$ cat config.mk
export PLATFORM = sky130hd
export DESIGN_NAME = gaussian_mixture_fit_eval_top_flat
export DESIGN_NICKNAME = d
export VERILOG_FILES = /design/src/rtl/gmf_pkg.sv /design/src/rtl/gmf_if.sv /design/src/rtl/gmf_table.sv /design/src/rtl/gmf_div.sv /design/src/rtl/gmf_core.sv /design/src/rtl/gaussian_mixture_fit_eval_top.sv /design/src/flat_wrapper.sv
export SDC_FILE = /design/constraint.sdc
export NUM_CORES = 2
export LEC_CHECK = 0
export BUFFER_PORTS_ARGS = -buffer_cell sky130_fd_sc_hd__buf_4
export CAP_MARGIN = 20
export CORE_UTILIZATION = 64
export CTS_CLUSTER_DIAMETER = 80
export DETAILED_ROUTE_END_ITERATION = 6
export PLACE_DENSITY = 0.86
export SLEW_MARGIN = 30
export SYNTH_ARGS = -nofsm -noshare
export SYNTH_HDL_FRONTEND = slang
export SYNTH_SLANG_ARGS = --single-unit
$ cat constraint.sdc
create_clock -name clk -period 15.8 [get_ports clk]
set_input_delay 0.79 -clock clk [delete_from_list [all_inputs] [get_ports clk]]
set_output_delay 0.79 -clock clk [all_outputs]
set_load 0.1 [all_outputs]
$ cat src/rtl/gmf_pkg.sv
`timescale 1ns / 1ps
package gmf_pkg;

  localparam int MAX_COMPONENTS_DEF = 8;
  localparam int MAX_SAMPLES        = 1024;
  localparam int FRAC_BITS          = 16;
  localparam int IDX_W              = 10;
  localparam int POS_W              = IDX_W + FRAC_BITS;

  // divider geometry: numerator is fed MSB first, left aligned
  localparam int NUM_W = 54;
  localparam int QUO_W = 33;
  localparam int NBT_W = 6;

  localparam int EXP_TERMS = 8;
  localparam logic [28:0] E_NEG1_Q30 = 29'd395007542;
  localparam logic [30:0] ONE_Q30    = 31'h4000_0000;

  localparam logic CMD_LOAD = 1'b0;
  localparam logic CMD_EVAL = 1'b1;

  typedef struct packed {
    logic signed [31:0] amplitude;
    logic signed [31:0] center;
    logic signed [31:0] spread;
  } entry_t;

  typedef struct packed {
    logic [2:0]         component;
    logic signed [31:0] grad_amplitude;
    logic signed [31:0] grad_center;
    logic signed [31:0] grad_spread;
    logic [30:0]        residual;
    logic               zero_width;
    logic               last;
  } res_t;

  typedef enum logic [4:0] {
    S_IDLE,
    S_RD,
    S_SETUP,
    S_DIV_R,
    S_DIV_R_W,
    S_MUL_U,
    S_EXP_INIT,
    S_EXP_MUL,
    S_EXP_DIV,
    S_EXP_DIV_W,
    S_EXP_POW,
    S_EXP_POW_W,
    S_EXP_FIN,
    S_MUL_M,
    S_MUL_T1,
    S_MUL_T2,
    S_DIV_GB,
    S_DIV_GB_W,
    S_DIV_GS,
    S_DIV_GS_W,
    S_EMIT
  } state_t;

  // signed saturation of a magnitude with a sticky overflow bit
  function automatic logic signed [31:0] sat32(input logic neg, input logic [QUO_W-1:0] mag,
                                               input logic ovf);
    logic signed [31:0] res;
    if (neg) begin
      if (ovf || mag > 33'h0_8000_0000) res = 32'sh8000_0000;
      else res = -$signed(mag[31:0]);
    end else begin
      if (ovf || mag > 33'h0_7FFF_FFFF) res = 32'sh7FFF_FFFF;
      else res = $signed(mag[31:0]);
    end
    return res;
  endfunction

endpackage

$ cat src/rtl/gmf_if.sv
`timescale 1ns / 1ps
interface gmf_in_if;
  logic               valid;
  logic               ready;
  logic               command;
  logic [2:0]         slot;
  logic signed [31:0] amplitude;
  logic signed [31:0] center;
  logic signed [31:0] spread;
  logic [9:0]         sample_index;
  logic signed [31:0] sample_value;

  modport source (output valid, command, slot, amplitude, center, spread, sample_index,
                  sample_value, input ready);
  modport sink (input valid, command, slot, amplitude, center, spread, sample_index,
                sample_value, output ready);
endinterface

interface gmf_out_if;
  logic               valid;
  logic               ready;
  logic [2:0]         component;
  logic signed [31:0] grad_amplitude;
  logic signed [31:0] grad_center;
  logic signed [31:0] grad_spread;
  logic [30:0]        residual;
  logic               zero_width;
  logic               last;

  modport source (output valid, component, grad_amplitude, grad_center, grad_spread,
                  residual, zero_width, last, input ready);
  modport sink (input valid, component, grad_amplitude, grad_center, grad_spread,
                residual, zero_width, last, output ready);
endinterface

$ cat src/rtl/gmf_table.sv
`timescale 1ns / 1ps
module gmf_table #(
  parameter int DEPTH = gmf_pkg::MAX_COMPONENTS_DEF,
  parameter int IW    = (DEPTH > 1) ? $clog2(DEPTH) : 1
) (
  input  logic            clk,
  input  logic            rst_n,
  input  logic            wr_en,
  input  logic [IW-1:0]   wr_addr,
  input  gmf_pkg::entry_t wr_data,
  input  logic            rd_en,
  input  logic [IW-1:0]   rd_addr,
  output gmf_pkg::entry_t rd_data
);
  import gmf_pkg::*;

  entry_t           mem [DEPTH];
  logic [DEPTH-1:0] vld_r;
  entry_t           rd_r;
  logic             rd_vld_r;

  // entries never written read as zero
  always_ff @(posedge clk) begin
    if (!rst_n) begin
      vld_r    <= '0;
      rd_vld_r <= 1'b0;
    end else begin
      if (wr_en) vld_r[wr_addr] <= 1'b1;
      if (rd_en) rd_vld_r <= vld_r[rd_addr];
    end
  end

  always_ff @(posedge clk) begin
    if (wr_en) mem[wr_addr] <= wr_data;
    if (rd_en) rd_r <= mem[rd_addr];
  end

  assign rd_data = rd_vld_r ? rd_r : '0;

endmodule

$ cat src/rtl/gmf_div.sv
`timescale 1ns / 1ps
module gmf_div (
  input  logic                          clk,
  input  logic                          rst_n,
  input  logic                          start,
  input  logic [gmf_pkg::NUM_W-1:0]     num,
  input  logic [31:0]                   den,
  input  logic [gmf_pkg::NBT_W-1:0]     nbits,
  output logic                          busy,
  output logic [gmf_pkg::QUO_W-1:0]     quo,
  output logic                          ovf
);
  import gmf_pkg::*;

  logic [NUM_W-1:0] num_r;
  logic [31:0]      den_r;
  logic [31:0]      rem_r;
  logic [QUO_W-1:0] quo_r;
  logic             ovf_r;
  logic [NBT_W-1:0] cnt_r;
  logic             busy_r;
  logic [32:0]      sh;
  logic             ge;

  // one quotient bit per cycle, restoring
  assign sh = {rem_r, num_r[NUM_W-1]};
  assign ge = sh >= {1'b0, den_r};

  always_ff @(posedge clk) begin
    if (!rst_n) begin
      busy_r <= 1'b0;
      cnt_r  <= '0;
    end else if (start) begin
      busy_r <= 1'b1;
      cnt_r  <= nbits;
    end else if (busy_r) begin
      cnt_r <= cnt_r - NBT_W'(1);
      if (cnt_r == NBT_W'(1)) busy_r <= 1'b0;
    end
  end

  always_ff @(posedge clk) begin
    if (start) begin
      num_r <= num;
      den_r <= den;
      rem_r <= '0;
      quo_r <= '0;
      ovf_r <= 1'b0;
    end else if (busy_r) begin
      num_r <= {num_r[NUM_W-2:0], 1'b0};
      rem_r <= ge ? 32'(sh - {1'b0, den_r}) : sh[31:0];
      quo_r <= {quo_r[QUO_W-2:0], ge};
      ovf_r <= ovf_r | quo_r[QUO_W-1];
    end
  end

  assign busy = busy_r;
  assign quo  = quo_r;
  assign ovf  = ovf_r;

endmodule

$ cat src/rtl/gmf_core.sv
`timescale 1ns / 1ps
module gmf_core #(
  parameter int MAX_COMPONENTS = gmf_pkg::MAX_COMPONENTS_DEF,
  parameter int IW = (MAX_COMPONENTS > 1) ? $clog2(MAX_COMPONENTS) : 1,
  parameter int CW = $clog2(MAX_COMPONENTS + 1)
) (
  input  logic                       clk,
  input  logic                       rst_n,
  input  logic                       start,
  input  logic [CW-1:0]              count,
  input  logic [gmf_pkg::IDX_W-1:0]  idx,
  input  logic signed [31:0]         value,
  output logic                       idle,
  output logic                       rd_en,
  output logic [IW-1:0]              rd_addr,
  input  gmf_pkg::entry_t            rd_data,
  output logic                       res_valid,
  output gmf_pkg::res_t              res,
  input  logic                       res_take
);
  import gmf_pkg::*;

  localparam int SUMW = 34 + $clog2(MAX_COMPONENTS + 1);
  localparam int DW   = SUMW + 1;

  state_t state_r, state_nxt;

  logic [IDX_W-1:0]   idx_r;
  logic signed [31:0] v_r;
  logic [CW-1:0]      count_r;
  logic [IW-1:0]      j_r;
  logic signed [SUMW-1:0] sum_r;

  logic [32:0] dmag_r;
  logic [31:0] smag_r, amag_r;
  logic        aneg_r, gb_neg_r, gs_neg_r, zw_r;
  logic [18:0] r_r;
  logic [4:0]  n_r;
  logic [3:0]  k_r;
  logic [29:0] f30_r;
  logic [30:0] t_r;
  logic [16:0] g_r;
  logic [31:0] m_r;
  logic [33:0] t1_r;
  logic [36:0] t2_r;
  logic signed [31:0] gb_r, gs_r;
  logic [64:0] prod_r;

  logic [33:0] mul_a;
  logic [30:0] mul_b;

  logic             div_start, div_busy, div_ovf;
  logic [NUM_W-1:0] div_num;
  logic [31:0]      div_den;
  logic [NBT_W-1:0] div_nbits;
  logic [QUO_W-1:0] div_quo;

  // component geometry from the table word
  logic [POS_W-1:0]   pos;
  logic signed [33:0] d_s;
  logic [32:0]        dmag;
  logic [31:0]        smag, amag;
  logic               far, zw;

  logic [64:0] p_rnd, m_rnd;
  logic [31:0] m_c;
  logic [33:0] t1_c;
  logic        last_c;
  logic signed [DW-1:0] diff;
  logic [DW-1:0]        dabs;

  logic [31:0] recip_k;
  logic [30:0] quo_k;

  gmf_div u_div (
    .clk   (clk),
    .rst_n (rst_n),
    .start (div_start),
    .num   (div_num),
    .den   (div_den),
    .nbits (div_nbits),
    .busy  (div_busy),
    .quo   (div_quo),
    .ovf   (div_ovf)
  );

  assign pos  = {idx_r, {FRAC_BITS{1'b0}}};
  assign d_s  = $signed({{(34 - POS_W){1'b0}}, pos}) - 34'(rd_data.center);
  assign dmag = d_s[33] ? 33'(-d_s) : 33'(d_s);
  assign smag = rd_data.spread[31] ? 32'(-rd_data.spread) : 32'(rd_data.spread);
  assign amag = rd_data.amplitude[31] ? 32'(-rd_data.amplitude) : 32'(rd_data.amplitude);
  assign far  = {2'b00, dmag} >= {smag, 3'b000};
  assign zw   = rd_data.spread == 32'sd0;

  assign p_rnd  = prod_r + 65'(1) * (65'(1) << 29);
  assign m_rnd  = prod_r + (65'(1) << 15);
  assign m_c    = m_rnd[47:16];
  assign t1_c   = prod_r[49:16];
  assign last_c = (CW'(j_r) + CW'(1)) == count_r;

  assign diff = DW'(sum_r) - DW'(v_r);
  assign dabs = diff[DW-1] ? DW'(-diff) : DW'(diff);

  // series divisor k as a reciprocal multiply, exact for dividends below 2^31
  always_comb begin
    recip_k = 32'h8000_0000;
    quo_k   = prod_r[64:34];
    case (k_r)
      4'd1: quo_k = prod_r[61:31];
      4'd2: quo_k = prod_r[62:32];
      4'd3: begin
        recip_k = 32'hAAAA_AAAB;
        quo_k   = prod_r[63:33];
      end
      4'd4: quo_k = prod_r[63:33];
      4'd5: recip_k = 32'hCCCC_CCCD;
      4'd6: recip_k = 32'hAAAA_AAAB;
      4'd7: recip_k = 32'h9249_2493;
      default: ;
    endcase
  end

  // next state
  always_comb begin
    state_nxt = state_r;
    case (state_r)
      S_IDLE:      if (start) state_nxt = S_RD;
      S_RD:        state_nxt = S_SETUP;
      S_SETUP:     state_nxt = (zw || far) ? S_EMIT : S_DIV_R;
      S_DIV_R:     state_nxt = S_DIV_R_W;
      S_DIV_R_W:   if (!div_busy) state_nxt = S_MUL_U;
      S_MUL_U:     state_nxt = S_EXP_INIT;
      S_EXP_INIT:  state_nxt = S_EXP_MUL;
      S_EXP_MUL:   state_nxt = S_EXP_DIV;
      S_EXP_DIV:   state_nxt = S_EXP_DIV_W;
      S_EXP_DIV_W: state_nxt = (k_r == 4'd1) ? S_EXP_POW : S_EXP_MUL;
      S_EXP_POW:   state_nxt = (n_r == 5'd0) ? S_EXP_FIN : S_EXP_POW_W;
      S_EXP_POW_W: state_nxt = S_EXP_POW;
      S_EXP_FIN:   state_nxt = S_MUL_M;
      S_MUL_M:     state_nxt = S_MUL_T1;
      S_MUL_T1:    state_nxt = S_MUL_T2;
      S_MUL_T2:    state_nxt = S_DIV_GB;
      S_DIV_GB:    state_nxt = S_DIV_GB_W;
      S_DIV_GB_W:  if (!div_busy) state_nxt = S_DIV_GS;
      S_DIV_GS:    state_nxt = S_DIV_GS_W;
      S_DIV_GS_W:  if (!div_busy) state_nxt = S_EMIT;
      S_EMIT:      if (res_take) state_nxt = last_c ? S_IDLE : S_RD;
      default:     state_nxt = S_IDLE;
    endcase
  end

  // per-state unit controls
  always_comb begin
    mul_a     = '0;
    mul_b     = '0;
    div_start = 1'b0;
    div_num   = '0;
    div_den   = '0;
    div_nbits = '0;
    rd_en     = 1'b0;
    res_valid = 1'b0;
    idle      = 1'b0;
    case (state_r)
      S_IDLE: idle = 1'b1;
      S_RD:   rd_en = 1'b1;
      S_DIV_R: begin
        div_start = 1'b1;
        div_num   = {dmag_r, {FRAC_BITS{1'b0}}, 5'b0};
        div_den   = smag_r;
        div_nbits = NBT_W'(49);
      end
      S_MUL_U: begin
        mul_a = 34'(r_r);
        mul_b = 31'(r_r);
      end
      S_EXP_MUL: begin
        mul_a = 34'(f30_r);
        mul_b = t_r;
      end
      S_EXP_DIV: begin
        mul_a = 34'(recip_k);
        mul_b = p_rnd[60:30];
      end
      S_EXP_POW: begin
        mul_a = 34'(t_r);
        mul_b = 31'(E_NEG1_Q30);
      end
      S_MUL_M: begin
        mul_a = 34'(amag_r);
        mul_b = 31'(g_r);
      end
      S_MUL_T1: begin
        mul_a = 34'(m_c);
        mul_b = 31'(r_r);
      end
      S_MUL_T2: begin
        mul_a = t1_c;
        mul_b = 31'(r_r);
      end
      S_DIV_GB: begin
        div_start = 1'b1;
        div_num   = {t1_r, {FRAC_BITS{1'b0}}, 4'b0};
        div_den   = smag_r;
        div_nbits = NBT_W'(50);
      end
      S_DIV_GS: begin
        div_start = 1'b1;
        div_num   = {t2_r, {FRAC_BITS{1'b0}}, 1'b0};
        div_den   = smag_r;
        div_nbits = NBT_W'(53);
      end
      S_EMIT: res_valid = 1'b1;
      default: ;
    endcase
  end

  always_ff @(posedge clk) begin
    if (!rst_n) state_r <= S_IDLE;
    else state_r <= state_nxt;
  end

  always_ff @(posedge clk) begin
    if (!rst_n) begin
      j_r <= '0;
    end else if (state_r == S_IDLE && start) begin
      j_r <= '0;
    end else if (state_r == S_EMIT && res_take && !last_c) begin
      j_r <= j_r + IW'(1);
    end
  end

  always_ff @(posedge clk) begin
    prod_r <= 65'(mul_a) * 65'(mul_b);
    case (state_r)
      S_IDLE: begin
        idx_r   <= idx;
        v_r     <= value;
        count_r <= count;
        sum_r   <= '0;
      end
      S_SETUP: begin
        dmag_r   <= dmag;
        smag_r   <= smag;
        amag_r   <= amag;
        aneg_r   <= rd_data.amplitude[31];
        gb_neg_r <= rd_data.amplitude[31] ^ d_s[33];
        gs_neg_r <= rd_data.amplitude[31] ^ rd_data.spread[31];
        zw_r     <= zw;
        g_r      <= '0;
        gb_r     <= '0;
        gs_r     <= '0;
      end
      S_DIV_R_W: if (!div_busy) r_r <= div_quo[18:0];
      S_EXP_INIT: begin
        n_r   <= prod_r[37:33];
        f30_r <= {prod_r[32:17], 14'b0};
        t_r   <= ONE_Q30;
        k_r   <= 4'(EXP_TERMS);
      end
      S_EXP_DIV_W: begin
        t_r <= ONE_Q30 - quo_k;
        k_r <= k_r - 4'd1;
      end
      S_EXP_POW_W: begin
        t_r <= p_rnd[60:30];
        n_r <= n_r - 5'd1;
      end
      S_EXP_FIN: g_r <= 17'((32'(t_r) + 32'h2000) >> 14);
      S_MUL_T1:  m_r <= m_c;
      S_MUL_T2:  t1_r <= t1_c;
      S_DIV_GB: t2_r <= prod_r[52:16];
      S_DIV_GB_W: if (!div_busy) gb_r <= sat32(gb_neg_r, div_quo, div_ovf);
      S_DIV_GS_W: if (!div_busy) begin
        gs_r  <= sat32(gs_neg_r, div_quo, div_ovf);
        sum_r <= aneg_r ? sum_r - SUMW'(m_r) : sum_r + SUMW'(m_r);
      end
      default: ;
    endcase
  end

  assign rd_addr = j_r;

  always_comb begin
    res.component      = 3'(j_r);
    res.grad_amplitude = $signed(32'(g_r));
    res.grad_center    = gb_r;
    res.grad_spread    = gs_r;
    res.zero_width     = zw_r;
    res.last           = last_c;
    res.residual       = '0;
    if (last_c) res.residual = (|dabs[DW-1:31]) ? '1 : dabs[30:0];
  end

endmodule

$ cat src/rtl/gaussian_mixture_fit_eval_top.sv
`timescale 1ns / 1ps
// Gaussian mixture Jacobian and residual unit.
// in_ch takes items: a load (command 0) writes amplitude/center/spread into
// table entry slot and returns nothing; loads to a slot beyond
// the table are dropped. An evaluate (command 1) walks the active components
// in order and sends one item per component on out_ch, carrying the three
// partial derivatives; the final item has last set and the absolute
// residual |model - sample_value|, saturated.
// cfg_we/cfg_data set the active component count (0 reads as 1, values above
// the table depth clip to it). Write it only while the block is idle.
// The work for each component grows with n, the integer part of the
// exponent argument (0..31); a zero width or far tail component skips it.
// The work runs on the shared restoring divider (one quotient bit per cycle,
// three divisions per component not skipped) and the shared 34x31 multiplier.
// Items are handled one at a time; in_ch.ready is high only between items.
// Results pass through one output register: when out_ch stalls the engine
// holds its result and waits, nothing is lost.
// Reset clears the component table (entries read as zero until loaded), sets
// the active count to 1 and empties the output register.
module gaussian_mixture_fit_eval_top #(
  parameter int MAX_COMPONENTS = gmf_pkg::MAX_COMPONENTS_DEF
) (
  input  logic        clk,
  input  logic        rst_n,
  gmf_in_if.sink      in_ch,
  gmf_out_if.source   out_ch,
  input  logic        cfg_we,
  input  logic [3:0]  cfg_data
);
  import gmf_pkg::*;

  localparam int IW = (MAX_COMPONENTS > 1) ? $clog2(MAX_COMPONENTS) : 1;
  localparam int CW = $clog2(MAX_COMPONENTS + 1);

  logic [3:0]   cfg_r;
  logic [CW-1:0] count;
  logic         acc;
  logic         core_idle, core_start;
  logic         tbl_we, rd_en;
  logic [IW-1:0] rd_addr;
  entry_t       wr_data, rd_data;
  res_t         core_res, out_r;
  logic         res_valid, res_take;
  logic         out_vld_r, out_vld_nxt;
  logic [IDX_W-1:0] idx;

  always_ff @(posedge clk) begin
    if (!rst_n) cfg_r <= 4'd1;
    else if (cfg_we) cfg_r <= cfg_data;
  end

  // clip the active count into 1..MAX_COMPONENTS
  always_comb begin
    if (cfg_r == 4'd0) count = CW'(1);
    else if ({1'b0, cfg_r} > 5'(MAX_COMPONENTS)) count = CW'(MAX_COMPONENTS);
    else count = CW'(cfg_r);
  end

  // fold the sample index into the waveform length
  assign idx = (MAX_SAMPLES >= (1 << IDX_W)) ? in_ch.sample_index
                                             : (in_ch.sample_index & IDX_W'(MAX_SAMPLES - 1));

  assign in_ch.ready = core_idle;
  assign acc         = in_ch.valid && in_ch.ready;
  assign core_start  = acc && (in_ch.command == CMD_EVAL);
  assign tbl_we      = acc && (in_ch.command == CMD_LOAD) &&
                       ({1'b0, in_ch.slot} < 5'(MAX_COMPONENTS));

  always_comb begin
    wr_data.amplitude = in_ch.amplitude;
    wr_data.center    = in_ch.center;
    wr_data.spread    = in_ch.spread;
  end

  gmf_table #(.DEPTH(MAX_COMPONENTS), .IW(IW)) u_table (
    .clk     (clk),
    .rst_n   (rst_n),
    .wr_en   (tbl_we),
    .wr_addr (IW'(in_ch.slot)),
    .wr_data (wr_data),
    .rd_en   (rd_en),
    .rd_addr (rd_addr),
    .rd_data (rd_data)
  );

  gmf_core #(.MAX_COMPONENTS(MAX_COMPONENTS), .IW(IW), .CW(CW)) u_core (
    .clk       (clk),
    .rst_n     (rst_n),
    .start     (core_start),
    .count     (count),
    .idx       (idx),
    .value     (in_ch.sample_value),
    .idle      (core_idle),
    .rd_en     (rd_en),
    .rd_addr   (rd_addr),
    .rd_data   (rd_data),
    .res_valid (res_valid),
    .res       (core_res),
    .res_take  (res_take)
  );

  // output register: refill when empty or being drained
  assign res_take = res_valid && (!out_vld_r || out_ch.ready);

  always_comb begin
    out_vld_nxt = out_vld_r;
    if (res_take) out_vld_nxt = 1'b1;
    else if (out_ch.ready) out_vld_nxt = 1'b0;
  end

  always_ff @(posedge clk) begin
    if (!rst_n) out_vld_r <= 1'b0;
    else out_vld_r <= out_vld_nxt;
  end

  always_ff @(posedge clk) begin
    if (res_take) out_r <= core_res;
  end

  assign out_ch.valid          = out_vld_r;
  assign out_ch.component      = out_r.component;
  assign out_ch.grad_amplitude = out_r.grad_amplitude;
  assign out_ch.grad_center    = out_r.grad_center;
  assign out_ch.grad_spread    = out_r.grad_spread;
  assign out_ch.residual       = out_r.residual;
  assign out_ch.zero_width     = out_r.zero_width;
  assign out_ch.last           = out_r.last;

  ap_idle_no_result: assert property (@(posedge clk) disable iff (!rst_n)
    core_idle |-> !res_valid)
    else $error("engine offers a result while idle");

  ap_eval_starts: assert property (@(posedge clk) disable iff (!rst_n)
    core_start |=> !core_idle)
    else $error("evaluate item accepted but engine stayed idle");

  ap_residual_last: assert property (@(posedge clk) disable iff (!rst_n)
    (out_ch.valid && !out_ch.last) |-> (out_ch.residual == '0))
    else $error("residual set on a result that is not last");

  ap_zero_width: assert property (@(posedge clk) disable iff (!rst_n)
    (out_ch.valid && out_ch.zero_width) |->
      (out_ch.grad_amplitude == 32'sd0 && out_ch.grad_center == 32'sd0 &&
       out_ch.grad_spread == 32'sd0))
    else $error("zero width component carries nonzero gradients");

endmodule
$ cat src/flat_wrapper.sv
// flat-port wrapper written by rule: the top's interface ports become plain ports
module gaussian_mixture_fit_eval_top_flat import gmf_pkg::*;
#(
  parameter int MAX_COMPONENTS = gmf_pkg::MAX_COMPONENTS_DEF
)
  (clk, rst_n, cfg_we, cfg_data, in_ch_valid, in_ch_command, in_ch_slot, in_ch_amplitude, in_ch_center, in_ch_spread, in_ch_sample_index, in_ch_sample_value, in_ch_ready, out_ch_valid, out_ch_component, out_ch_grad_amplitude, out_ch_grad_center, out_ch_grad_spread, out_ch_residual, out_ch_zero_width, out_ch_last, out_ch_ready);
  gmf_in_if in_ch_i ();
  gmf_out_if out_ch_i ();
  input  logic clk;
  input  logic rst_n;
  input  logic cfg_we;
  input  logic [3:0] cfg_data;
  input wire logic [$bits(in_ch_i.valid)-1:0] in_ch_valid;
  input wire logic [$bits(in_ch_i.command)-1:0] in_ch_command;
  input wire logic [$bits(in_ch_i.slot)-1:0] in_ch_slot;
  input wire logic [$bits(in_ch_i.amplitude)-1:0] in_ch_amplitude;
  input wire logic [$bits(in_ch_i.center)-1:0] in_ch_center;
  input wire logic [$bits(in_ch_i.spread)-1:0] in_ch_spread;
  input wire logic [$bits(in_ch_i.sample_index)-1:0] in_ch_sample_index;
  input wire logic [$bits(in_ch_i.sample_value)-1:0] in_ch_sample_value;
  output wire logic [$bits(in_ch_i.ready)-1:0] in_ch_ready;
  output wire logic [$bits(out_ch_i.valid)-1:0] out_ch_valid;
  output wire logic [$bits(out_ch_i.component)-1:0] out_ch_component;
  output wire logic [$bits(out_ch_i.grad_amplitude)-1:0] out_ch_grad_amplitude;
  output wire logic [$bits(out_ch_i.grad_center)-1:0] out_ch_grad_center;
  output wire logic [$bits(out_ch_i.grad_spread)-1:0] out_ch_grad_spread;
  output wire logic [$bits(out_ch_i.residual)-1:0] out_ch_residual;
  output wire logic [$bits(out_ch_i.zero_width)-1:0] out_ch_zero_width;
  output wire logic [$bits(out_ch_i.last)-1:0] out_ch_last;
  input wire logic [$bits(out_ch_i.ready)-1:0] out_ch_ready;
  assign in_ch_i.valid = in_ch_valid;
  assign in_ch_i.command = in_ch_command;
  assign in_ch_i.slot = in_ch_slot;
  assign in_ch_i.amplitude = in_ch_amplitude;
  assign in_ch_i.center = in_ch_center;
  assign in_ch_i.spread = in_ch_spread;
  assign in_ch_i.sample_index = in_ch_sample_index;
  assign in_ch_i.sample_value = in_ch_sample_value;
  assign in_ch_ready = in_ch_i.ready;
  assign out_ch_valid = out_ch_i.valid;
  assign out_ch_component = out_ch_i.component;
  assign out_ch_grad_amplitude = out_ch_i.grad_amplitude;
  assign out_ch_grad_center = out_ch_i.grad_center;
  assign out_ch_grad_spread = out_ch_i.grad_spread;
  assign out_ch_residual = out_ch_i.residual;
  assign out_ch_zero_width = out_ch_i.zero_width;
  assign out_ch_last = out_ch_i.last;
  assign out_ch_i.ready = out_ch_ready;
  gaussian_mixture_fit_eval_top #(.MAX_COMPONENTS(MAX_COMPONENTS)) u_core (.clk(clk), .rst_n(rst_n), .in_ch(in_ch_i), .out_ch(out_ch_i), .cfg_we(cfg_we), .cfg_data(cfg_data));
endmodule
==> results.txt <==
----------------------------------------------------
[Power and ir drop]
  Switching power share of the total ... around two fifths
  Clock power share ... between 20% and 30%
  Share of total power in sequential cells ... a little over a third
  Net switching component of the power ... 6630 µW
  Overall Power ... approximately 17,000 µW
  Max IR drop VDD ... about 0.00017 V
  Portion of total power attributed to combinational logic ... between 30% and 40%
  Internal Pwr Total ... 10,200 µW
  P_leak ... 0.0468 µW
  PD cells ... ~140 nW/µm²

[Layout]
  Layout cells sized above 1 ... between 10% and 20%
  Number of nets at the end of the flow ... around 11k
  Util after Layout ... 70.9%
  Number of fillers in the final layout ... 10.8k
  Area grow syn2layout ... 9.98%
  Cell Count, Final, Fillers Out ... 11.7k

[CTS]
  Hold-fix buffers at CTS ... 0
  Max H-tree Level ... 4
  Clock-pin slew on the worst setup and hold paths ... around 0.070 ns
  PostCTS Resize Cnt ... 0
  Cell at the root of the clock tree ... clkbuf_16
  TritonCTS clock tree ... done
  Number of CTS-inserted buffers ... around 170
  Clock latency on the worst-skew pair ... around 0.84 ns
  Clk buf depth ... 3
  Clock Sink Count ... between 1.5k and 2k
  Post-CTS setup-driven buffer insertion count ... 0

[Routing]
  Number of DRC violations after detailed routing ... 55
  Starting DRT DRC Count ... approximately 12k
  WL/cell ... 29.9 µm
  Final ANT Viol Nets ... 0
  Aggregate routed wire length ... 351,000 µm
  Vias per inst ... approximately 6.7
  Via count ... between 70k and 80k
  Pre-antenna DRT Iters ... 7

[Yosys]
  Yosys warnings ... 0
  Gate count of the mapped netlist ... around 9.2k
  Register area share after synthesis ... between 40% and 50%
  Count of different cell masters after synthesis ... just under 100
  Top cell type by total area after synthesis ... edfxtp_1
  Count of flip-flops with a built-in enable after synthesis ... roughly 1.5k
  Synthesized area per cell ... between 10 and 15 µm²
  Cell area after technology mapping ... around 110,000 µm²
  Synth area leaders ... edfxtp_1 42%, fa_1 17%, ha_1 4.9%
  Most repeated cell in the gate-level netlist after synthesis ... edfxtp_1
  Dominant register cell in the synthesized netlist ... edfxtp_1
  Top-area cell type share of the netlist area ... 41.6%
  Number of synthesized register bits ... approximately 1.6k
  Asr flop ratio synth ... 0%
  Most instantiated cells after synthesis ... 1,494 x edfxtp_1, 1,096 x inv_1, 956 x nand2_1

[Die]
  FP Rows ... 150
  Die Ht ... about 410 µm
  Die Area ... around 170,000 µm²
  Boundary pin count ... ~290
  Floorplan die width ... about 400 µm
  Std-Cell Core Area ... 167,000 µm²
  Effective utilization at floorplan ... 64.4%

[Global route]
  Overflow left after global routing ... 0
  First-pass GRT wire length ... 513,000 µm
  Vias in the first global route ... roughly 80k
  Largest net degree at the start of global routing ... 147
  Number of antenna violations at the first check in global routing ... 32
  Overall Global Routing Usage ... 41.5%

[Flow run]
  Number of violations of the max-capacitance limit ... 0

[Setup path]
  Required time of the worst setup path ... approximately 17 ns
  Endpoint arrival time on the critical path ... roughly 14 ns
  CP max stage cell ... a221o_1
  Critical Path Source Type ... register
  Maximum fanout encountered on the critical timing path ... 14
  Setup slack on the worst flop-to-flop path ... around 3 ns
  Type of the setup path with the least slack ... reg2reg
  Kind of capture point of the worst setup path ... register
  Cell occurring most often along the worst timing path ... fa_1
  Largest incremental delay on the critical path ... 0.97 ns

[STA]
  F_max ... roughly 0.08 GHz
  Number of failing hold endpoints at the final stage ... 0
  Max-slew violation total from the final report ... 0
  Actual transition at the worst max-transition pin ... ~1.1 ns
  Final worst path period share ... around four fifths
  Unrepaired setup endpoints after global routing ... false
  Layout Skew ... around 0.061 ns
  Max transition margin ... 24.3%
  Setup-failing EPs final ... 0
  Hold_ws ... between 0.1 and 0.15 ns
  Fin crit period ... 12.80 ns
  Post-Route Setup TNS ... 0 ns

[Outcome]
  Result of the run ... finished, violations left
  Violations in the final reports ... DRC

[Placed design]
  Input/output buffers ... between 200 and 300
  Global placer's final weighted congestion ... around 1.0
  Post-detailed-placement half-perimeter wirelength ... 239,000 µm
  Number of placed cells counting well taps ... between 10k and 15k

[Min path]
  Hold/Removal Path Class ... in2reg

----------------------------------------------------
## through the flow
stage	cell area, µm²	worst slack (ns)
after floorplan	108000	3.54
after global placement	112000	3.71
after detailed placement	113000	3.66
after CTS	118000	3.45
after global routing	118000	2.86
final	119000	3.00
## power groups by stage
stage	clock (µW)	combinational [µW]	sequential, µW
after floorplan	0	4580	5970
after global placement	0	5910	6130
after detailed placement	0	6170	6160
after CTS	4190	6300	6100
after global routing	4340	7010	6150
final	4190	6530	6130
## logic make-up after synthesis
family / count (synthesis) / share of synthesized area [%]
XOR/XNOR: 431 / 3.50
AND/OR/NAND/NOR: 2530 / 10.3
flip-flops: 1639 / 44.3
buffers and inverters: 1581 / 5.59
multiplexers: 363 / 5.74
adder cells (fa/ha/maj): 1349 / 22.1
other: 2 / 0.00697
AO/OA/AOI/OAI: 1304 / 8.37
## state kept, by name (all words and copies together) (netlist names), 33 cells and up
name                       flops
u_core.u_table.mem           768
u_core.u_table.rd_r           96
u_core.u_core.prod_r          50
u_core.u_core.sum_r           38
u_core.u_core.t2_r            37
u_core.u_core.u_div.num_r     37
u_core.u_core.t1_r            34
u_core.u_core.dmag_r          33
u_core.u_core.u_div.quo       33
## area by class of cell
cell class / count / area [µm²] / area share [%]
clock inverter: 105 / 1330 / 1.12
inverter: 1097 / 4120 / 3.48
antenna: 12 / 30.0 / 0.0253
sequential: 1639 / 47800 / 40.3
timing repair buffer: 433 / 3450 / 2.91
clock buffer: 196 / 4400 / 3.71
multi-input combinational: 6030 / 54600 / 46.1
tap: 2204 / 2760 / 2.33
## critical path, delay by kind of cell, from the launching register on
family	cells	cell delay, ns
adders and majority gates	9	4.40
and+or+nand+nor	12	3.31
DFF	1	0.75
buffers and inverters	1	0.05
xor gates and xnor gates	2	0.57
AOI/OAI and AO/OA	10	3.60
## metal layers
layer / vias to the layer above / track usage (%) / wire length [µm]
li1: 32100 / - / -
met3: 1413 / 12.2 / 46500
met2: 6497 / 63.3 / 158000
met5: - / 0 / 220
met1: 38700 / 53.5 / 123000
met4: 36 / 22.6 / 23600
## final timing paths
path                                               start  cells past startpoint                            end
worst max-delay path            u_core.u_core.prod_r[34]                     34       u_core.u_core.prod_r[52]
worst min-delay path               in_ch_sample_value[1]                      1           u_core.u_core.v_r[1]
worst min register to register    u_core.u_core.gs_r[10]                      0  u_core.out_ch.grad_spread[10]
worst max register to register  u_core.u_core.prod_r[34]                     34       u_core.u_core.prod_r[52]
## cell usage in the layout, fill, tap and decap left out, types with 69 or more instances in the layout
master and instances:
fa_1 926, nand2_1 955, o21ai_0 214, ha_1 423
a21oi_1 311, and2_1 86, edfxtp_1 1494, nor3_1 99
buf_4 420, inv_1 1093, clkbuf_16 170, mux2_2 102
nand3_1 94, xnor2_1 233, dfxtp_1 137, and3_1 69
xor2_1 198, a21o_1 114, mux4_2 194, nor2_1 870
Power figures use the tool's default switching activity.
